$ cat config.mk
export PLATFORM = sky130hd
export DESIGN_NAME = addressed_frame_receiver
export DESIGN_NICKNAME = d
export VERILOG_FILES = /design/src/rtl/afr_pkg.sv /design/src/rtl/afr_front.sv /design/src/rtl/afr_queue.sv /design/src/rtl/afr_back.sv /design/src/rtl/addressed_frame_receiver.sv
export SDC_FILE = /design/constraint.sdc
export NUM_CORES = 1
export LEC_CHECK = 0
export BUFFER_PORTS_ARGS = -buffer_cell sky130_fd_sc_hd__buf_2
export CAP_MARGIN = 10
export CORE_MARGIN = 8
export CORE_UTILIZATION = 58
export DETAILED_ROUTE_END_ITERATION = 8
export PLACE_DENSITY = 0.76
export SYNTH_ARGS = -nofsm -noshare
export SYNTH_HDL_FRONTEND = slang
export SYNTH_HIERARCHICAL = 1
export SYNTH_SLANG_ARGS = --single-unit
export TNS_END_PERCENT = 50
$ cat constraint.sdc
create_clock -name clk -period 9.1 [get_ports clk]
set_input_delay 0.455 -clock clk [delete_from_list [all_inputs] [get_ports clk]]
set_output_delay 0.455 -clock clk [all_outputs]
set_load 0.005 [all_outputs]
$ cat src/rtl/afr_pkg.sv
package afr_pkg;

  localparam logic [7:0] HDR0       = 8'hAA;
  localparam logic [7:0] HDR1       = 8'hBB;
  localparam logic [7:0] ADDR_ALL   = 8'hFF;
  localparam logic [7:0] ADDR_GROUP = 8'hEE;

  localparam logic [2:0] ST_OK         = 3'd0;
  localparam logic [2:0] ST_BAD_HEADER = 3'd1;
  localparam logic [2:0] ST_NOT_HERE   = 3'd2;
  localparam logic [2:0] ST_TOO_LONG   = 3'd3;
  localparam logic [2:0] ST_BAD_SUM    = 3'd4;

  localparam logic REG_OWN_ADDRESS = 1'b0;

  localparam int QUEUE_DEPTH = 4;
  localparam int POS_W       = 6;

  typedef enum logic [1:0] {
    CMD_STORE = 2'd0,
    CMD_DROP  = 2'd1,
    CMD_EMIT  = 2'd2
  } cmd_kind_t;

  typedef struct packed {
    cmd_kind_t        kind;
    logic [POS_W-1:0] pos;
    logic [7:0]       data;
  } cmd_t;

endpackage

$ cat src/rtl/afr_front.sv
module afr_front import afr_pkg::*; #(
  parameter int FRAME_BYTES = 32
) (
  input  logic       clk,
  input  logic       rst_n,
  input  logic [7:0] own_address,
  input  logic       in_push,
  output logic       in_full,
  input  logic [7:0] in_rx_byte,
  output logic       q_push,
  output cmd_t       q_wdata,
  input  logic       q_full
);

  localparam int CW = $clog2(FRAME_BYTES);

  logic [CW-1:0] cnt_r, cnt_nxt;
  logic [7:0]    xor_r, xor_nxt;
  logic [7:0]    len_r, len_nxt;
  logic          take;
  logic [7:0]    sum;
  logic [8:0]    cnt_w;
  logic [8:0]    len_w;

  assign in_full = q_full;
  assign take    = in_push && !q_full;
  assign sum     = xor_r ^ in_rx_byte;
  assign cnt_w   = 9'(cnt_r);
  assign len_w   = {1'b0, len_r};

  always_comb begin
    cnt_nxt      = cnt_r;
    xor_nxt      = xor_r;
    len_nxt      = len_r;
    q_push       = 1'b0;
    q_wdata.kind = CMD_STORE;
    q_wdata.pos  = POS_W'(cnt_r) - POS_W'(2);
    q_wdata.data = in_rx_byte;
    if (take) begin
      if (cnt_r == CW'(0)) begin
        if (in_rx_byte == HDR0) begin
          cnt_nxt = CW'(1);
          xor_nxt = '0;
        end
      end else if (cnt_r == CW'(1)) begin
        if (in_rx_byte != HDR1) begin
          q_push       = 1'b1;
          q_wdata.kind = CMD_DROP;
          q_wdata.data = {5'd0, ST_BAD_HEADER};
          cnt_nxt      = '0;
          xor_nxt      = '0;
        end else begin
          cnt_nxt = CW'(2);
        end
      end else if (cnt_r == CW'(2)) begin
        q_push  = 1'b1;
        xor_nxt = sum;
        cnt_nxt = CW'(3);
      end else if (cnt_r == CW'(3)) begin
        q_push = 1'b1;
        if (in_rx_byte != own_address && in_rx_byte != ADDR_ALL &&
            in_rx_byte != ADDR_GROUP) begin
          q_wdata.kind = CMD_DROP;
          q_wdata.data = {5'd0, ST_NOT_HERE};
          cnt_nxt      = '0;
          xor_nxt      = '0;
        end else begin
          xor_nxt = sum;
          cnt_nxt = CW'(4);
        end
      end else if (cnt_r == CW'(4)) begin
        q_push = 1'b1;
        if ({1'b0, in_rx_byte} + 9'd6 > 9'(FRAME_BYTES)) begin
          q_wdata.kind = CMD_DROP;
          q_wdata.data = {5'd0, ST_TOO_LONG};
          cnt_nxt      = '0;
          xor_nxt      = '0;
        end else begin
          xor_nxt = sum;
          len_nxt = in_rx_byte;
          cnt_nxt = CW'(5);
        end
      end else if (cnt_w <= len_w + 9'd4) begin
        q_push  = 1'b1;
        xor_nxt = sum;
        cnt_nxt = cnt_r + CW'(1);
      end else if (cnt_w == len_w + 9'd5) begin
        q_push  = 1'b1;
        cnt_nxt = '0;
        xor_nxt = '0;
        if (xor_r != in_rx_byte) begin
          q_wdata.kind = CMD_DROP;
          q_wdata.data = {5'd0, ST_BAD_SUM};
        end else begin
          q_wdata.kind = CMD_EMIT;
          q_wdata.data = len_r + 8'd3;
        end
      end else begin
        cnt_nxt = '0;
        xor_nxt = '0;
      end
    end
  end

  always_ff @(posedge clk) begin
    if (!rst_n) begin
      cnt_r <= '0;
      xor_r <= '0;
    end else begin
      cnt_r <= cnt_nxt;
      xor_r <= xor_nxt;
    end
  end

  always_ff @(posedge clk) begin
    len_r <= len_nxt;
  end

endmodule

$ cat src/rtl/afr_queue.sv
module afr_queue import afr_pkg::*; (
  input  logic clk,
  input  logic rst_n,
  input  logic push,
  input  cmd_t wdata,
  output logic full,
  input  logic pop,
  output cmd_t rdata,
  output logic empty
);

  localparam int PW = $clog2(QUEUE_DEPTH);

  cmd_t          entry_r [QUEUE_DEPTH];
  logic [PW-1:0] wr_ptr_r, wr_ptr_nxt;
  logic [PW-1:0] rd_ptr_r, rd_ptr_nxt;
  logic [PW:0]   count_r, count_nxt;
  logic          do_push;
  logic          do_pop;

  assign full    = count_r == (PW+1)'(QUEUE_DEPTH);
  assign empty   = count_r == '0;
  assign rdata   = entry_r[rd_ptr_r];
  assign do_push = push && !full;
  assign do_pop  = pop && !empty;

  always_comb begin
    wr_ptr_nxt = do_push ? wr_ptr_r + PW'(1) : wr_ptr_r;
    rd_ptr_nxt = do_pop ? rd_ptr_r + PW'(1) : rd_ptr_r;
    count_nxt  = count_r + (PW+1)'(do_push) - (PW+1)'(do_pop);
  end

  always_ff @(posedge clk) begin
    if (!rst_n) begin
      wr_ptr_r <= '0;
      rd_ptr_r <= '0;
      count_r  <= '0;
    end else begin
      wr_ptr_r <= wr_ptr_nxt;
      rd_ptr_r <= rd_ptr_nxt;
      count_r  <= count_nxt;
    end
  end

  always_ff @(posedge clk) begin
    if (do_push) begin
      entry_r[wr_ptr_r] <= wdata;
    end
  end

endmodule

$ cat src/rtl/afr_back.sv
module afr_back import afr_pkg::*; #(
  parameter int FRAME_BYTES = 32
) (
  input  logic       clk,
  input  logic       rst_n,
  input  cmd_t       q_rdata,
  input  logic       q_empty,
  output logic       q_pop,
  output logic       out_empty,
  input  logic       out_pop,
  output logic [2:0] out_status,
  output logic [7:0] out_frame_byte,
  output logic [4:0] out_byte_index,
  output logic       out_last
);

  localparam int AW = $clog2(FRAME_BYTES);

  typedef enum logic [2:0] {
    S_IDLE = 3'b001,
    S_READ = 3'b010,
    S_SEND = 3'b100
  } state_t;

  state_t           state_r, state_nxt;
  logic [POS_W-1:0] k_r, k_nxt;
  logic [POS_W-1:0] n_r, n_nxt;
  logic [7:0]       rdata_r;
  logic [7:0]       mem [FRAME_BYTES];
  logic             mem_we;
  logic             valid_r, valid_nxt;
  logic             slot_free;
  logic             load;
  logic [2:0]       ld_status;
  logic [7:0]       ld_byte;
  logic [4:0]       ld_idx;
  logic             ld_last;
  logic             run_end;

  assign slot_free = !valid_r || out_pop;
  assign out_empty = !valid_r;
  assign run_end   = (k_r + POS_W'(1)) == n_r;

  always_comb begin
    state_nxt = state_r;
    k_nxt     = k_r;
    n_nxt     = n_r;
    q_pop     = 1'b0;
    mem_we    = 1'b0;
    load      = 1'b0;
    ld_status = ST_OK;
    ld_byte   = '0;
    ld_idx    = '0;
    ld_last   = 1'b0;
    case (state_r)
      S_IDLE: begin
        if (!q_empty) begin
          case (q_rdata.kind)
            CMD_STORE: begin
              q_pop  = 1'b1;
              mem_we = 1'b1;
            end
            CMD_DROP: begin
              if (slot_free) begin
                q_pop     = 1'b1;
                load      = 1'b1;
                ld_status = q_rdata.data[2:0];
                ld_last   = 1'b1;
              end
            end
            CMD_EMIT: begin
              q_pop     = 1'b1;
              k_nxt     = '0;
              n_nxt     = POS_W'(q_rdata.data);
              state_nxt = S_READ;
            end
            default: q_pop = 1'b1;
          endcase
        end
      end
      S_READ: state_nxt = S_SEND;
      S_SEND: begin
        if (slot_free) begin
          load      = 1'b1;
          ld_byte   = rdata_r;
          ld_idx    = 5'(k_r);
          ld_last   = run_end;
          k_nxt     = k_r + POS_W'(1);
          state_nxt = run_end ? S_IDLE : S_READ;
        end
      end
      default: state_nxt = S_IDLE;
    endcase
  end

  always_comb begin
    valid_nxt = valid_r;
    if (load) begin
      valid_nxt = 1'b1;
    end else if (out_pop) begin
      valid_nxt = 1'b0;
    end
  end

  always_ff @(posedge clk) begin
    if (!rst_n) begin
      state_r <= S_IDLE;
      valid_r <= 1'b0;
    end else begin
      state_r <= state_nxt;
      valid_r <= valid_nxt;
    end
  end

  always_ff @(posedge clk) begin
    k_r <= k_nxt;
    n_r <= n_nxt;
    if (load) begin
      out_status     <= ld_status;
      out_frame_byte <= ld_byte;
      out_byte_index <= ld_idx;
      out_last       <= ld_last;
    end
  end

  // frame store, one write and one registered read port
  always_ff @(posedge clk) begin
    if (mem_we) begin
      mem[q_rdata.pos[AW-1:0]] <= q_rdata.data;
    end
    if (state_r == S_READ) begin
      rdata_r <= mem[k_r[AW-1:0]];
    end
  end

endmodule

$ cat src/rtl/addressed_frame_receiver.sv
// paths: a drop status goes from the parser through the command queue into the output
//   register; a good frame's results pass the queue, frame store read and output register
// throughput: one byte a cycle while the 4-entry command queue has room; a good frame's
//   run reads each result from the frame store, then loads it into the output register
// reset: synchronous active-low rst_n clears parser, queue and output valid; own_address to 1
module addressed_frame_receiver import afr_pkg::*; #(
  parameter int FRAME_BYTES = 32
) (
  input  logic        clk,
  input  logic        rst_n,
  input  logic        in_push,
  output logic        in_full,
  input  logic [7:0]  in_rx_byte,
  output logic        out_empty,
  input  logic        out_pop,
  output logic [2:0]  out_status,
  output logic [7:0]  out_frame_byte,
  output logic [4:0]  out_byte_index,
  output logic        out_last,
  input  logic        cfg_psel,
  input  logic        cfg_penable,
  input  logic        cfg_pwrite,
  input  logic [2:0]  cfg_paddr,
  input  logic [31:0] cfg_pwdata,
  output logic [31:0] cfg_prdata,
  output logic        cfg_pready
);

  logic [7:0] own_address_r, own_address_nxt;
  logic       cfg_wr;
  logic       q_push;
  logic       q_full;
  logic       q_pop;
  logic       q_empty;
  cmd_t       q_wdata;
  cmd_t       q_rdata;

  assign cfg_pready = 1'b1;
  assign cfg_wr     = cfg_psel && cfg_penable && cfg_pwrite;
  assign cfg_prdata = (cfg_paddr[2] == REG_OWN_ADDRESS) ? {24'd0, own_address_r} : '0;

  always_comb begin
    own_address_nxt = own_address_r;
    if (cfg_wr && cfg_paddr[2] == REG_OWN_ADDRESS && cfg_paddr[1:0] == 2'd0) begin
      own_address_nxt = cfg_pwdata[7:0];
    end
  end

  always_ff @(posedge clk) begin
    if (!rst_n) begin
      own_address_r <= 8'd1;
    end else begin
      own_address_r <= own_address_nxt;
    end
  end

  afr_front #(.FRAME_BYTES(FRAME_BYTES)) u_front (
    .clk         (clk),
    .rst_n       (rst_n),
    .own_address (own_address_r),
    .in_push     (in_push),
    .in_full     (in_full),
    .in_rx_byte  (in_rx_byte),
    .q_push      (q_push),
    .q_wdata     (q_wdata),
    .q_full      (q_full)
  );

  afr_queue u_queue (
    .clk   (clk),
    .rst_n (rst_n),
    .push  (q_push),
    .wdata (q_wdata),
    .full  (q_full),
    .pop   (q_pop),
    .rdata (q_rdata),
    .empty (q_empty)
  );

  afr_back #(.FRAME_BYTES(FRAME_BYTES)) u_back (
    .clk            (clk),
    .rst_n          (rst_n),
    .q_rdata        (q_rdata),
    .q_empty        (q_empty),
    .q_pop          (q_pop),
    .out_empty      (out_empty),
    .out_pop        (out_pop),
    .out_status     (out_status),
    .out_frame_byte (out_frame_byte),
    .out_byte_index (out_byte_index),
    .out_last       (out_last)
  );

endmodule

==> results.tsv <==
metric	value	unit
Switch Pwr	0.6850	mW
global placement routability congestion	0.9085	
port bufs	52	
Slew Limit Headroom	18.32	%
Sequential Area	11520	µm²
# IOs	102	
CP Capture Type	register	
Initial Util	58.75	%
Hold Crit Start	cfg_pwdata[7]	
Critical Path AT	4.92	ns
vias in the first global route	9577	
period utilisation layout	49.44	%
CTS H-tree lvls	2	
commonest cells after routing, fill and taps aside	edfxtp_1, mux4_2, nor2_1, buf_2, nand2_1	
fillcell total	2050	
WHS Endpoint	own_address_r[7]$_SDFFE_PN0P_	
via-per-instance ratio	6.154	
first-pass GRT wire length	55.94	mm
area growth from synthesis to layout	8.673	%
Hold Buf Count CTS	0	
RSZ-0062 raised after global routing	false	
initial antenna violation count	0	
CP bufs+invs	4	
Critical Path, Cell by Cell	inv_1 > ha_1 > ha_1 > nor2b_1 > or4_4 > nand2_1 > nor3_1 > a41oi_1 > nor2b_1 > inv_1 > ha_1 > inv_1 > ha_1 > inv_1 > fa_1 > xnor2_1 > xnor2_1 > and2_1	
Clock power frac	43.1	%
share of post-route cells with drive strength above 1	20.40	%
DIE HEIGHT	189.3	µm
mapped cell area	17410	µm²
Register-to-Register Path Depth	18	
TritonCTS clock tree	done	
skew final	0.01943	ns
grt total ovfl	0	
post-route ant nets	0	
Synth warnings	6	
Worst Path Required	9.52	ns
vias post-DR	9157	
clock buffer depth	3	
DRT iter0 DRCs	953	
Setup TNS Final	0	ns
slowest stage delay, CP	0.56	ns
critical path depth	18	
status	completed	
# Post-CTS Setup Buffers	0	
minimum clock period	4.499	ns
worst slew pin tran	1.214	ns
DP Wirelength	22.78	mm
GRT Resource Usage Total	20.10	%
most common cell after layout, fill and taps aside	edfxtp_1	
row count	63	
clk_lat worst skew	0.53	ns
Switching Fraction	19.55	%
Worst Path Max Fanout	8	
R2R Setup Slk	4.60	ns
Pleak	6.254	nW
peak supply drop	145.5	µV
Routed wire per std cell	24.04	µm
Syn Inst Count	1027	
n_diodes	0	
Reg power frac	55.8	%
final-report max-slew violation count	0	
Reg2Reg Capture Point	u_queue/count_r[2]$_SDFF_PN0_	
die width	189.3	µm
fmax	222.3	MHz
pin count of the biggest net entering global routing	68	
Root Buffer	clkbuf_16	
Pwr per Cell Area	185.2	nW/µm²
drt pass-1 iters	5	
die area	35820	µm²
Resized cells post-CTS	0	
Final Net Count	1144	
slowest CP cell	edfxtp_1	
CP Launch Type	register	
clock sinks	395	
Top delay family on crit path	simple AND/OR/NAND/NOR gates	
Crit Path Category	register to register	
Residual DRC	0	
worst min-delay path class	primary input to register	
Setup Viol. Count Final	0	
Synth Area per Inst	16.95	µm²
clock-pin slew on the worst setup and hold paths	0.06	ns
final WL	35.77	mm
CTS buffer count	39	
max cap viols	0	
Worst R2R Start	u_front/len_r[2]$_DFFE_PP_	
Core Util, Final	63.84	%
area of the core	29640	µm²
final hold vios	0	
Pint	2.819	mW
combinational share of power	1.1	%
multi-input logic area	5326	µm²
hold depth	3	
[per-layer routing]
metal  vias up  GRT usage, %  part of all wire (%)
li1       4069             -                     -
met1      4709         25.75                    41
met2       305         35.25                    52
met3        74         2.796                   4.8
met4         0         6.133                   2.7
met5         -             0                     0
[worst max path at each step]
stage / startpoint / endpoint
finish: u_front/len_r[2]$_DFFE_PP_ / u_queue/count_r[2]$_SDFF_PN0_
global route: u_front/len_r[2]$_DFFE_PP_ / u_queue/count_r[2]$_SDFF_PN0_
CTS: u_front/len_r[2]$_DFFE_PP_ / u_queue/count_r[2]$_SDFF_PN0_
detailed placement: u_front/len_r[2]$_DFFE_PP_ / u_queue/count_r[2]$_SDFF_PN0_
global placement: u_front/len_r[2]$_DFFE_PP_ / u_queue/count_r[2]$_SDFF_PN0_
floorplan: u_front/len_r[2]$_DFFE_PP_ / u_queue/count_r[2]$_SDFF_PN0_
[worst reg2reg max path, delay by kind of cell (launching register included)]
kind	cells	cell delay, ns
buf+inv	4	0.29
flops	1	0.56
fa+ha+maj	5	1.44
xor+xnor	2	0.27
compound gates	1	0.27
simple gates	6	1.58
[power by group through the flow]
| stage | clock network (mW) | logic [mW] | registers (mW) |
|---|---|---|---|
| 3_3_place_gp | 0 | 0.0372 | 1.99 |
| 6_report | 1.51 | 0.0388 | 1.95 |
| 3_5_place_dp | 0 | 0.0384 | 1.99 |
| 5_1_grt | 1.61 | 0.0433 | 1.95 |
| 2_1_floorplan | 0 | 0.0327 | 1.99 |
| 4_1_cts | 1.54 | 0.0385 | 1.95 |
[layout make-up]
type / instances / area share, %
Clock buffer: 44 / 5.257
Sequential cell: 395 / 60.89
Timing Repair Buffer: 58 / 1.613
Clock inverter: 25 / 1.078
Multi-Input combinational cell: 554 / 28.15
Inverter: 22 / 0.4364
Tap cell: 390 / 2.579
[registers in the layout, indices dropped and copies added, names as in the netlist, 2 cells and up, named ones only]
register               flops
u_queue/rd_ptr_r           2
u_back/rdata_r             8
u_queue/count_r            3
u_back/state_r             3
u_back/out_byte_index      5
u_front/cnt_r              5
own_address_r              8
u_queue/wr_ptr_r           2
u_back/mem               256
u_front/xor_r              8
u_back/n_r                 6
u_queue/entry_r           60
u_back/k_r                 6
u_back/out_frame_byte      8
u_back/out_status          3
u_front/len_r              8
[metrics by stage]
stage / setup WS, ns / total power, mW / hold slack (ns) / std cells / cell area, µm²
after floorplan: 5.219 / 2.026 / 0.4560 / 1050 / 17500
after global placement: 4.645 / 2.030 / 0.4666 / 1419 / 17720
after detailed placement: 4.606 / 2.032 / 0.4792 / 1419 / 17720
after CTS: 4.596 / 3.530 / 0.1504 / 1488 / 18920
after global routing: 4.321 / 3.604 / 0.1541 / 1488 / 18920
final: 4.601 / 3.504 / 0.1665 / 1488 / 18920
Power figures use the tool's default switching activity.
